===== src/rtl/core/sdae_pkg.sv =====
`timescale 1ns / 1ps
// Shared types and constants for the signed decimal ASCII field encoder.
// Depends on nothing; every module of the block imports it.
package sdae_pkg;

    // Magnitude after saturation fits in 37 bits (99999999999 < 2^37).
    localparam int MagBits = 37;
    // Decimal digits of the saturated magnitude and of the rounded value.
    localparam int MagDigits = 11;
    localparam int RndDigits = 12;
    // Binary-to-BCD conversion: bits taken per cycle and number of cycles.
    localparam int ConvBits  = 6;
    localparam int ConvSteps = 7;
    localparam int ConvWidth = ConvBits * ConvSteps;

    localparam logic [MagBits-1:0] MagLimit = 37'd99999999999;
    localparam logic [4:0] FieldBytesReset = 5'd8;

    // ASCII codes used in the field.
    localparam logic [7:0] ChPlus  = 8'h2B;
    localparam logic [7:0] ChMinus = 8'h2D;
    localparam logic [7:0] ChStar  = 8'h2A;
    localparam logic [7:0] ChDot   = 8'h2E;
    localparam logic [7:0] ChZero  = 8'h30;
    localparam logic [7:0] ChCr    = 8'h0D;

    // One converted and rounded value, as it waits for the byte emitter.
    // lead is the position of the leading integer digit (6 to 11).
    typedef struct packed {
        logic                          neg;
        logic                          fend;
        logic [3:0]                    lead;
        logic [RndDigits-1:0][3:0]     digits;
    } entry_t;

endpackage


===== src/rtl/core/sdae_front.sv =====
`timescale 1ns / 1ps
// Front end: takes input items, saturates the magnitude, converts it to
// BCD six bits per step and rounds it. Depends on sdae_pkg.
module sdae_front (
    input  logic            clk,
    input  logic            rst_n,
    input  logic [4:0]      field_bytes,
    input  logic            s_tvalid,
    output logic            s_tready,
    input  logic [39:0]     s_tdata,
    input  logic            s_tlast,
    output logic            q_valid,
    input  logic            q_ready,
    output sdae_pkg::entry_t q_data
);
    import sdae_pkg::*;

    // Input holding stage.
    logic                   in_valid_reg, in_valid_next;
    logic                   in_neg_reg;
    logic                   in_fend_reg;
    logic [MagBits-1:0]     in_mag_reg;

    // Converter state.
    logic                   busy_reg, busy_next;
    logic                   done_reg, done_next;
    logic [2:0]             step_reg, step_next;
    logic [ConvWidth-1:0]   bin_reg, bin_next;
    logic [MagDigits*4-1:0] bcd_reg, bcd_next;
    logic                   cv_neg_reg;
    logic                   cv_fend_reg;

    logic                   conv_free;
    logic                   load;
    logic                   accept;
    logic [37:0]            raw;
    logic [37:0]            raw_neg;
    logic [37:0]            mag_full;
    logic [MagBits-1:0]     mag_sat;

    // Rounding signals.
    logic [MagDigits-1:0][3:0] dig;
    logic [1:0]             adj;
    logic signed [6:0]      p_s;
    logic                   rnd_on;
    logic [3:0]             p;
    logic                   rnd_up;
    logic                   carry;
    logic [3:0]             d;
    logic [RndDigits-1:0][3:0] rdig;
    logic [3:0]             lead;

    // Six double-dabble bit steps on the BCD register.
    function automatic logic [MagDigits*4-1:0] dabble(
        input logic [MagDigits*4-1:0] bcd_in,
        input logic [ConvBits-1:0]    bits
    );
        logic [MagDigits*4-1:0] acc;
        acc = bcd_in;
        for (int b = ConvBits - 1; b >= 0; b--) begin
            for (int k = 0; k < MagDigits; k++) begin
                if (acc[k*4 +: 4] >= 4'd5) begin
                    acc[k*4 +: 4] = acc[k*4 +: 4] + 4'd3;
                end
            end
            acc = {acc[MagDigits*4-2:0], bits[b]};
        end
        return acc;
    endfunction

    // Sign and saturated magnitude of the incoming item.
    always_comb
    begin
        raw      = s_tdata[37:0];
        raw_neg  = ~raw + 38'd1;
        mag_full = raw[37] ? raw_neg : raw;
        mag_sat  = (mag_full > {1'b0, MagLimit}) ? MagLimit : mag_full[MagBits-1:0];
    end

    assign conv_free = !busy_reg && (!done_reg || q_ready);
    assign load      = in_valid_reg && conv_free;
    assign s_tready  = !in_valid_reg || load;
    assign accept    = s_tvalid && s_tready;

    always_comb
    begin
        in_valid_next = in_valid_reg;
        if (accept) begin
            in_valid_next = 1'b1;
        end else if (load) begin
            in_valid_next = 1'b0;
        end
    end

    // Converter control: load, seven steps, then hold until the queue takes it.
    always_comb
    begin
        busy_next = busy_reg;
        done_next = done_reg;
        step_next = step_reg;
        bin_next  = bin_reg;
        bcd_next  = bcd_reg;
        if (load) begin
            busy_next = 1'b1;
            done_next = 1'b0;
            step_next = 3'd0;
            bin_next  = ConvWidth'(in_mag_reg);
            bcd_next  = '0;
        end else if (busy_reg) begin
            bcd_next  = dabble(bcd_reg, bin_reg[ConvWidth-1 -: ConvBits]);
            bin_next  = {bin_reg[ConvWidth-ConvBits-1:0], {ConvBits{1'b0}}};
            step_next = step_reg + 3'd1;
            if (step_reg == 3'(ConvSteps - 1)) begin
                busy_next = 1'b0;
                done_next = 1'b1;
            end
        end else if (done_reg && q_ready) begin
            done_next = 1'b0;
        end
    end

    // Kept digit count and half-up rounding on the decimal digits.
    always_comb
    begin
        dig = bcd_reg;
        if (dig[10] != 4'd0 || dig[9] != 4'd0) begin
            adj = 2'd3;
        end else if (dig[8] != 4'd0) begin
            adj = 2'd2;
        end else if (dig[7] != 4'd0) begin
            adj = 2'd1;
        end else begin
            adj = 2'd0;
        end
        p_s    = 7'sd9 - $signed({2'b00, field_bytes}) + $signed({5'b00000, adj});
        rnd_on = (p_s > 7'sd0);
        p      = rnd_on ? p_s[3:0] : 4'd0;
        rnd_up = rnd_on && (dig[p - 4'd1] >= 4'd5);
        carry  = rnd_up;
        for (int i = 0; i < RndDigits; i++) begin
            d = (i < MagDigits) ? dig[i] : 4'd0;
            if (rnd_on && (4'(i) < p)) begin
                rdig[i] = 4'd0;
            end else if (carry) begin
                rdig[i] = (d == 4'd9) ? 4'd0 : d + 4'd1;
                carry   = (d == 4'd9);
            end else begin
                rdig[i] = d;
            end
        end
        lead = 4'd6;
        for (int i = 7; i < RndDigits; i++) begin
            if (rdig[i] != 4'd0) begin
                lead = 4'(i);
            end
        end
    end

    assign q_valid       = done_reg;
    assign q_data.neg    = cv_neg_reg;
    assign q_data.fend   = cv_fend_reg;
    assign q_data.lead   = lead;
    assign q_data.digits = rdig;

    // Control registers.
    always_ff @(posedge clk or negedge rst_n)
    begin
        if (!rst_n) begin
            in_valid_reg <= 1'b0;
            busy_reg     <= 1'b0;
            done_reg     <= 1'b0;
            step_reg     <= 3'd0;
        end else begin
            in_valid_reg <= in_valid_next;
            busy_reg     <= busy_next;
            done_reg     <= done_next;
            step_reg     <= step_next;
        end
    end

    // Payload registers.
    always_ff @(posedge clk)
    begin
        if (accept) begin
            in_neg_reg  <= raw[37];
            in_fend_reg <= s_tlast;
            in_mag_reg  <= mag_sat;
        end
        if (load) begin
            cv_neg_reg  <= in_neg_reg;
            cv_fend_reg <= in_fend_reg;
        end
        bin_reg <= bin_next;
        bcd_reg <= bcd_next;
    end

endmodule


===== src/rtl/core/sdae_queue.sv =====
`timescale 1ns / 1ps
// Two-entry queue of rounded values between the front end and the byte
// emitter. Depends on sdae_pkg.
module sdae_queue (
    input  logic             clk,
    input  logic             rst_n,
    input  logic             push_valid,
    output logic             push_ready,
    input  sdae_pkg::entry_t push_data,
    output logic             pop_valid,
    input  logic             pop_ready,
    output sdae_pkg::entry_t pop_data
);
    import sdae_pkg::*;

    entry_t     mem [2];
    logic       wr_ptr_reg, wr_ptr_next;
    logic       rd_ptr_reg, rd_ptr_next;
    logic [1:0] count_reg, count_next;
    logic       push;
    logic       pop;

    assign push_ready = (count_reg != 2'd2);
    assign pop_valid  = (count_reg != 2'd0);
    assign push       = push_valid && push_ready;
    assign pop        = pop_ready && pop_valid;
    assign pop_data   = mem[rd_ptr_reg];

    // Pointer and fill count update.
    always_comb
    begin
        wr_ptr_next = push ? !wr_ptr_reg : wr_ptr_reg;
        rd_ptr_next = pop ? !rd_ptr_reg : rd_ptr_reg;
        count_next  = count_reg;
        if (push && !pop) begin
            count_next = count_reg + 2'd1;
        end else if (pop && !push) begin
            count_next = count_reg - 2'd1;
        end
    end

    always_ff @(posedge clk or negedge rst_n)
    begin
        if (!rst_n) begin
            wr_ptr_reg <= 1'b0;
            rd_ptr_reg <= 1'b0;
            count_reg  <= 2'd0;
        end else begin
            wr_ptr_reg <= wr_ptr_next;
            rd_ptr_reg <= rd_ptr_next;
            count_reg  <= count_next;
        end
    end

    // Entry storage.
    always_ff @(posedge clk)
    begin
        if (push) begin
            mem[wr_ptr_reg] <= push_data;
        end
    end

endmodule


===== src/rtl/core/sdae_back.sv =====
`timescale 1ns / 1ps
// Back end: walks one queued value byte by byte into a registered output
// stage. Depends on sdae_pkg.
module sdae_back (
    input  logic             clk,
    input  logic             rst_n,
    input  logic [4:0]       field_bytes,
    input  logic             q_valid,
    output logic             q_ready,
    input  sdae_pkg::entry_t q_data,
    output logic             m_tvalid,
    input  logic             m_tready,
    output logic [7:0]       m_tdata,
    output logic             m_tlast
);
    import sdae_pkg::*;

    logic [4:0] idx_reg, idx_next;
    logic       valid_reg, valid_next;
    logic [7:0] data_reg;
    logic       last_reg;

    logic       load_out;
    logic [4:0] last_idx;
    logic       is_last;
    logic [5:0] ti;
    logic [5:0] ndig;
    logic [5:0] pos6;
    logic [7:0] text_ch;
    logic [7:0] byte_ch;

    assign last_idx = q_data.fend ? field_bytes : field_bytes - 5'd1;
    assign is_last  = (idx_reg == last_idx);
    assign load_out = q_valid && (!valid_reg || m_tready);
    assign q_ready  = load_out && is_last;

    // Text character at position idx-1: integer digits, dot, six decimals, stars.
    always_comb
    begin
        ti      = {1'b0, idx_reg} - 6'd1;
        ndig    = {2'b00, q_data.lead} - 6'd5;
        pos6    = 6'd0;
        text_ch = ChStar;
        if (ti < ndig) begin
            pos6    = {2'b00, q_data.lead} - ti;
            text_ch = ChZero | {4'd0, q_data.digits[pos6[3:0]]};
        end else if (ti == ndig) begin
            text_ch = ChDot;
        end else if (ti < ndig + 6'd7) begin
            pos6    = {2'b00, q_data.lead} + 6'd1 - ti;
            text_ch = ChZero | {4'd0, q_data.digits[pos6[3:0]]};
        end
    end

    // Sign byte, field text, then the frame terminator.
    always_comb
    begin
        if (idx_reg == 5'd0) begin
            byte_ch = q_data.neg ? ChMinus : ChPlus;
        end else if (idx_reg < field_bytes) begin
            byte_ch = text_ch;
        end else begin
            byte_ch = ChCr;
        end
    end

    // Byte counter and output valid.
    always_comb
    begin
        idx_next   = idx_reg;
        valid_next = valid_reg;
        if (load_out) begin
            valid_next = 1'b1;
            idx_next   = is_last ? 5'd0 : idx_reg + 5'd1;
        end else if (m_tready) begin
            valid_next = 1'b0;
        end
    end

    always_ff @(posedge clk or negedge rst_n)
    begin
        if (!rst_n) begin
            idx_reg   <= 5'd0;
            valid_reg <= 1'b0;
        end else begin
            idx_reg   <= idx_next;
            valid_reg <= valid_next;
        end
    end

    // Output payload.
    always_ff @(posedge clk)
    begin
        if (load_out) begin
            data_reg <= byte_ch;
            last_reg <= is_last;
        end
    end

    assign m_tvalid = valid_reg;
    assign m_tdata  = data_reg;
    assign m_tlast  = last_reg;

endmodule


===== src/rtl/core/signed_decimal_ascii_field_encoder.sv =====
`timescale 1ns / 1ps
// Top level of the signed decimal ASCII field encoder: configuration
// register, front end, queue and byte emitter. Depends on sdae_pkg.
//
// Usage:
//   Slave channel (s_*): one item per value; s_tdata carries the signed
//   value in millionths, s_tlast marks the last value of a frame.
//   Master channel (m_*): one item per ASCII byte; m_tlast is set on the
//   final byte that an input item causes (the CR byte if the frame ends).
//   cfg_we/cfg_wdata write the field size in bytes (sign included); write
//   it only while the block is idle. It reads 8 after reset.
//   Each value gives field_bytes bytes, plus a CR byte at the frame end.
// Path: an accepted item passes the input holding stage, the converter,
//   the queue and the registered output stage on its way to m_tdata.
// Throughput: the binary-to-BCD converter takes six bits per cycle and
//   starts a new item only once the last one is done and taken by the queue.
//   The emitter gives one byte per cycle while a value waits and m_tready is high.
// Stall: the output stage holds its byte while m_tready is low; a two-entry
//   queue and an input holding stage keep taking items until they fill.
// Reset: rst_n clears all valid flags and counters; no result is pending.
module signed_decimal_ascii_field_encoder #(
    parameter int MAX_FIELD_BYTES = 16
) (
    input  logic        clk,
    input  logic        rst_n,
    input  logic        cfg_we,
    input  logic [4:0]  cfg_wdata,      // field_bytes
    input  logic        s_tvalid,
    output logic        s_tready,
    input  logic [39:0] s_tdata,        // [37:0] value_micro, [39:38] zero
    input  logic        s_tlast,        // frame_end
    output logic        m_tvalid,
    input  logic        m_tready,
    output logic [7:0]  m_tdata,        // [7:0] out_byte
    output logic        m_tlast         // last_byte
);
    import sdae_pkg::*;

    localparam int MaxS = (MAX_FIELD_BYTES > 31) ? 31 : MAX_FIELD_BYTES;

    logic [4:0] field_bytes_reg, field_bytes_next;
    logic [4:0] fb_lo;
    logic [4:0] fb_eff;

    logic       f_valid;
    logic       f_ready;
    entry_t     f_data;
    logic       b_valid;
    logic       b_ready;
    entry_t     b_data;

    // Field size register.
    assign field_bytes_next = cfg_we ? cfg_wdata : field_bytes_reg;

    always_ff @(posedge clk or negedge rst_n)
    begin
        if (!rst_n) begin
            field_bytes_reg <= FieldBytesReset;
        end else begin
            field_bytes_reg <= field_bytes_next;
        end
    end

    // Clamp the field size to the supported range.
    always_comb
    begin
        fb_lo  = (field_bytes_reg < 5'd2) ? 5'd2 : field_bytes_reg;
        fb_eff = (fb_lo > 5'(MaxS)) ? 5'(MaxS) : fb_lo;
    end

    sdae_front u_front (
        .clk         (clk),
        .rst_n       (rst_n),
        .field_bytes (fb_eff),
        .s_tvalid    (s_tvalid),
        .s_tready    (s_tready),
        .s_tdata     (s_tdata),
        .s_tlast     (s_tlast),
        .q_valid     (f_valid),
        .q_ready     (f_ready),
        .q_data      (f_data)
    );

    sdae_queue u_queue (
        .clk        (clk),
        .rst_n      (rst_n),
        .push_valid (f_valid),
        .push_ready (f_ready),
        .push_data  (f_data),
        .pop_valid  (b_valid),
        .pop_ready  (b_ready),
        .pop_data   (b_data)
    );

    sdae_back u_back (
        .clk         (clk),
        .rst_n       (rst_n),
        .field_bytes (fb_eff),
        .q_valid     (b_valid),
        .q_ready     (b_ready),
        .q_data      (b_data),
        .m_tvalid    (m_tvalid),
        .m_tready    (m_tready),
        .m_tdata     (m_tdata),
        .m_tlast     (m_tlast)
    );

endmodule


===== config.mk =====
export PLATFORM = sky130hd
export DESIGN_NAME = signed_decimal_ascii_field_encoder
export DESIGN_NICKNAME = d
export VERILOG_FILES = /design/src/rtl/core/sdae_pkg.sv /design/src/rtl/core/sdae_front.sv /design/src/rtl/core/sdae_queue.sv /design/src/rtl/core/sdae_back.sv /design/src/rtl/core/signed_decimal_ascii_field_encoder.sv
export SDC_FILE = /design/constraint.sdc
export NUM_CORES = 1
export LEC_CHECK = 0
export BUFFER_PORTS_ARGS = -buffer_cell sky130_fd_sc_hd__buf_2
export CAP_MARGIN = 20
export CELL_PAD_IN_SITES_DETAIL_PLACEMENT = 2
export CELL_PAD_IN_SITES_GLOBAL_PLACEMENT = 2
export CORE_ASPECT_RATIO = 0.7
export CORE_UTILIZATION = 41
export CTS_CLUSTER_DIAMETER = 60
export DETAILED_ROUTE_END_ITERATION = 8
export GPL_TIMING_DRIVEN = 0
export MAX_ROUTING_LAYER = met4
export PLACE_DENSITY_LB_ADDON = 0.1
export SLEW_MARGIN = 20
export SYNTH_ARGS = -nofsm -noshare
export SYNTH_HDL_FRONTEND = slang
export SYNTH_SLANG_ARGS = --single-unit

===== constraint.sdc =====
create_clock -name clk -period 8.9 [get_ports clk]
set_input_delay 1.78 -clock clk [delete_from_list [all_inputs] [get_ports clk]]
set_output_delay 1.78 -clock clk [all_outputs]
set_load 0.02 [all_outputs]

* Yosys cells after proc, flatten, opt, wreduce, memory -nomap -nowiden *
Memory sizes are Yosys's and may differ from the RTL's.
Index checks and enable logic that the tools add are counted.

operators by class
  reductions and logical operators = 51
  multiplexer cells = 278
  bitwise gates (word level) = 1
  order comparisons = 89
  $add $sub $neg = 92
  eq/ne operators = 16

operator list
  cell                                                                           number
  4-bit two-way mux                                                              202
  4-bit by 3-bit >= comparator with 1-bit output (second input constant)         67
  4-bit by 2-bit adder with 4-bit output (second input constant)                 60
  37-bit two-way mux                                                             2
  3-bit two-way mux                                                              19
  4-bit by 1-bit adder with 4-bit output (second input constant)                 12
  4-bit binary-select mux with 4-bit select                                      3
  4-bit == test (second input constant)                                          11
  38-bit by 1-bit adder with 38-bit output (second input constant)               1
  38-bit by 37-bit > comparator with 1-bit output (second input constant)        1
  1-bit two-way mux                                                              38
  38-bit two-way mux                                                             1
  38-bit NOT                                                                     1
  4-bit nonzero test                                                             9
  8-bit two-way mux                                                              4
  5-bit two-way mux                                                              5
  1-bit logical AND                                                              22
  3-bit by 2-bit adder with 3-bit output (second input constant)                 6
  3-bit by 4-bit less-than comparator with 1-bit output (first input constant)   4
  4-bit less-than comparator (first input constant)                              4
  4-bit by 5-bit less-than comparator with 1-bit output (second input constant)  3
  6-bit less-than comparator                                                     2
  2-bit nonzero test                                                             5
  1-bit logical NOT                                                              8
  28 further kinds                                                               37

storage, ports and cells
  memories kept = 1
  bits in writable memories = 108
  input port bits = 51
  bits in registers = 157
  logic and storage cells = 548

memories
  memory       depth  bits a word  read ports  clocked after Yosys merged registers in  wr ports  RTL line          text
  u_queue.mem  2      54           1           0                                        1         sdae_queue.sv:16  entry_t mem [2];

* Depth between registers and ports, before layout *
  depth in word-level cells = 39
  gate-level depth with buffers = 37
  mapped depth without buffers = 37

* Hierarchy *
From an unflattened synthesis, not the netlist that was laid out.

second synthesis, totals
  cells, all modules = 2686
  area, all modules = 24049.3 um^2

by module, submodules not included
  module                              times used  area each (um^2)  cells each
  sdae_front                          1           17127.7           2248
  sdae_queue                          1           4340.4            186
  sdae_back                           1           2356.0            235
  signed_decimal_ascii_field_encoder  1           225.2             17

* Worst setup path after synthesis *
No wires, ideal clock.

  path type = register to register
  start point = register u_front.bcd_reg[28]
  end point = register u_front.bcd_reg[34]
  clock period less this slack = 6.586 ns
  required time = 8.783 ns
  stages on the path, launching flop included = 36
  setup slack = 2.314 ns
  path buffers = 2
  arrival time = 6.469 ns
  cell sequence = dfxtp_1 -> clkbuf_1 -> inv_1 -> ha_1 -> nor2b_1 -> nor3_1 -> a21o_1 -> inv_1 -> ha_1 -> inv_1 -> nor2_1 -> o31ai_1 -> xnor2_1 -> ha_1 -> clkbuf_1 -> nand2_1 -> o21ai_0 -> a22oi_1 -> o22a_1 -> xnor2_1 -> ha_1 -> nor2b_1 -> nor2b_1 -> a2bb2oi_1 -> o22ai_1 -> xnor2_1 -> ha_1 -> inv_1 -> nor2_1 -> o21a_1 -> xor2_1 -> ha_1 -> nor2b_1 -> o21a_1 -> or2_2 -> a32o_1

between the ends
  cells in the longest elaborated chain, start to end = 22

RTL lines
  item                                                                                                      RTL line                            text
  start: declaration                                                                                        sdae_front.sv:29                    logic [MagDigits*4-1:0] bcd_reg, bcd_next;
  start signal: assignment                                                                                  sdae_front.sv:194                   bcd_reg <= bcd_next;
  4-bit by 2-bit adder with 4-bit output or 4-bit by 3-bit >= comparator with 1-bit output (tied branches)  sdae_front.sv:63, sdae_front.sv:62
  4-bit two-way mux (*)                                                                                     sdae_front.sv:62                    if (acc[k*4 +: 4] >= 4'd5) begin
  4-bit two-way mux (*)                                                                                     sdae_front.sv:109                   end else if (busy_reg) begin
  4-bit two-way mux (*)                                                                                     sdae_front.sv:103                   if (load) begin
  4-bit by 2-bit adder with 4-bit output or 4-bit by 3-bit >= comparator with 1-bit output (tied branches)  sdae_front.sv:63, sdae_front.sv:62
  4-bit two-way mux                                                                                         sdae_front.sv:62
  4-bit two-way mux                                                                                         sdae_front.sv:109
  4-bit two-way mux                                                                                         sdae_front.sv:103
  [6 not listed]                                                                                            n/a
  4-bit two-way mux                                                                                         sdae_front.sv:109
  4-bit two-way mux                                                                                         sdae_front.sv:103
  4-bit by 2-bit adder with 4-bit output or 4-bit by 3-bit >= comparator with 1-bit output (tied branches)  sdae_front.sv:63, sdae_front.sv:62
  4-bit two-way mux                                                                                         sdae_front.sv:62
  4-bit two-way mux                                                                                         sdae_front.sv:109
  4-bit two-way mux                                                                                         sdae_front.sv:103
  4-bit by 2-bit adder with 4-bit output or 4-bit by 3-bit >= comparator with 1-bit output (tied branches)  sdae_front.sv:63, sdae_front.sv:62
  4-bit two-way mux (*)                                                                                     sdae_front.sv:62

Mark *: on every way between the ends. The rest lies on a longest branch, timed or not. The select of a mux whose other input is x is not followed.
A chain may end at the register's enable or synchronous reset.

* Final worst setup path *
Ends and elaborated chain as after synthesis.

==> flow_metrics.tcl <==
set metrics [dict create \
    status "finished clean" \
    critPathKind "reg2reg" \
    port_buffers 53 \
    finClkSkew_ns 0.0157 \
    clkLatencyLatePin_ns 0.52 \
    dieArea_um2 56200 \
    setup_tns_ns 0 \
    nFillCells 5969 \
    syn_to_final_growth_pct 10.5 \
    rsz0062_at_grt "false" \
    final_common_cell "nand2_1" \
    grtUsageTotal_pct 28.8 \
    rr_worst_depth 35 \
    initial_core_util_pct 41.8 \
    io_pins 62 \
    nets 2858 \
    wl_mm 78.3 \
    root_buffer "clkbuf_16" \
    synth_edf_count 187 \
    ant_nets 0 \
    cp-start-kind "flip-flop" \
    clockBufferDepth 3 \
    final-setup-viol-count 0 \
    die_h_um 199 \
    grt_pass1_wl_mm 124 \
    numCtsBuffers 34 \
    largest_reg_flops 102 \
    min_path_type "reg2reg" \
    gp_congestion 0.878 \
    fin_crit_ns 8.08 \
    multi_input_area_um2 14500 \
    path_clk_slew_ns 0.05 \
    max_cap_viol_count 0 \
    cts_tree "done" \
    first_iter_violations 1191 \
    cpMostUsedCell "ha_1" \
    fp.dieW_um 283 \
    syn_area_um2 22600 \
    worstPathMaxFanout 9 \
    synth_cell_types 100 \
    utilization_pct 46.2 \
    cts.sinks 257 \
    end_kind "flip-flop" \
    async_reset_ff_share_pct 8.17 \
    viasPerCell 5.91 \
    hold_buffers 0 \
    grt_max_degree 52 \
    crit_slowest_cell "dfxtp_1" \
    dp_hpwl_mm 61.0 \
    finalHoldViolations 0 \
    core_area_um2 54100 \
    grt_pass1_vias 21387 \
    cp.required_ns 9.30 \
    yosys_register_bits 257 \
    min_delay_path_depth 0 \
    max_freq_mhz 124 \
    wl_per_cell_um 23.2 \
    antenna_found_initial 1 \
    regArea_um2 7120 \
    max_slew_margin_pct 33.1 \
    dr_total_vias 19963 \
    overflow 0 \
    synth_flop_cell "edfxtp_1" \
    avgSynthCellArea_um2 8.95 \
    drt_first_pass_iters 5 \
    ys_warn_count 0 \
    diodes 0 \
    critPathMaxStageDelay_ns 0.38 \
    seq_area_frac_synth_pct 31.5 \
    postSynthCellCount 2528 \
    drive_gt1_share_pct 10.6 \
    final_cell_mix "nand2_1 (329), edfxtp_1 (187), inv_1 (183)" \
    h-tree-depth 2 \
    num_rows 71 \
    timing.final.crit_share_pct 90.7 \
    slew_violations 0 \
    tightest_slew_ns 0.976 \
    cp.arrival_ns 8.48 \
    drcViolationCount 0 \
]
per-layer routing:
metal / up-vias / share of wire (%) / track usage [%] / routed length, um
li1: 9356 / - / - / -
met1: 10181 / 48 / 38.9 / 37500
met2: 337 / 47 / 46.9 / 36600
met3: 89 / 3.7 / 3.11 / 2920
met4: 0 / 1.6 / 5.33 / 1240
met5: - / 0 / - / 0
through the flow:
step,hold slack (ns),instance area (um^2),setup WS [ns],cells
detailed placement,0.440,23900,0.723,3316
CTS,0.460,25000,0.628,3376
global placement,0.426,23800,0.932,3312
finish,0.453,25000,0.824,3377
global route,0.455,25000,0.0575,3377
floorplan,0.400,22600,2.31,2529
path summary, 6_finish.rpt:
kind	start	end	slack, ns
max	u_front.bcd_reg[28]	u_front.bcd_reg[34]	0.82
min	u_front.in_fend_reg	u_front.cv_fend_reg	0.45
max reg2reg	u_front.bcd_reg[28]	u_front.bcd_reg[34]	0.82
min reg2reg	u_front.in_fend_reg	u_front.cv_fend_reg	0.45
max in group asynchronous	rst_n	u_front.step_reg[1]	7.24
min in group asynchronous	rst_n	u_back.idx_reg[0]	1.26
worst max-delay path, delay by kind of cell (launching register included):
family          cells  cell delay (ns)
compound gates     10             2.08
xor+xnor            4             1.36
fa+ha+maj           6             1.62
buf+inv             6             1.13
flops               1             0.38
simple gates        9             1.38
cell usage after synthesis, types with 10 or more instances:
| master | n | share of area (%) |
|---|---|---|
| buf_1 | 11 | 0.18 |
| inv_1 | 183 | 3.0 |
| edfxtp_1 | 187 | 25 |
| nand2b_1 | 59 | 1.6 |
| o21ai_0 | 131 | 2.9 |
| a211oi_1 | 23 | 0.76 |
| and2_1 | 27 | 0.75 |
| xnor2_1 | 88 | 3.4 |
| and3_1 | 15 | 0.41 |
| ha_1 | 180 | 9.9 |
| o22ai_1 | 35 | 0.97 |
| a211o_1 | 22 | 0.85 |
| nand2_1 | 329 | 5.5 |
| mux2i_1 | 100 | 4.4 |
| nor4_1 | 10 | 0.28 |
| clkbuf_1 | 70 | 1.2 |
| nor3_1 | 26 | 0.57 |
| dfrtp_1 | 20 | 2.2 |
| xor2_1 | 45 | 1.7 |
| o31ai_1 | 33 | 1.1 |
| or3_1 | 39 | 1.1 |
| a21o_1 | 26 | 0.86 |
| nor2b_1 | 69 | 1.9 |
| nor3b_1 | 17 | 0.56 |
| mux4_2 | 49 | 4.9 |
| dfxtp_1 | 49 | 4.3 |
| nand4_1 | 10 | 0.28 |
| a21oi_1 | 111 | 2.5 |
| o311ai_0 | 10 | 0.39 |
| o211ai_1 | 21 | 0.70 |
| nand3_1 | 41 | 0.91 |
| o21a_1 | 23 | 0.76 |
| nor2_1 | 183 | 3.0 |
| a31oi_1 | 24 | 0.66 |
| or2_2 | 19 | 0.53 |
| mux2_2 | 50 | 2.5 |
cell type report:
type                    instances  share of cell area [%]
plain buffers                  92                    1.53
clock buffers                  39                    3.56
clock inverters                21                   0.810
inverters                     186                    2.80
multi-input cells            1994                    57.8
flip-flops and latches        257                    28.5
well taps                     730                    3.65
repair buffers                 58                    1.38
cell families (layout without fill, tap and decap cells):
group / count (synthesis) / in the layout / synth area share (%)
buffers and inverters: 278 / 396 / 4.78
adder cells (fa/ha/maj): 184 / 184 / 10.3
other: 1 / 2 / 0.0166
XOR/XNOR: 133 / 133 / 5.15
AO/OA/AOI/OAI: 584 / 584 / 17.2
multiplexers: 199 / 199 / 11.8
flip-flops: 257 / 257 / 31.5
AND/OR/NAND/NOR: 892 / 892 / 19.4
timing repair:
action / CTS / global route
gates resized for setup: 0 / 1
buffers inserted: 0 / 0
setup endpoints to repair: 0 / 3
Power is not shown: default switching activity piles up to over one toggle a cycle in this logic, so the estimate is an artifact.
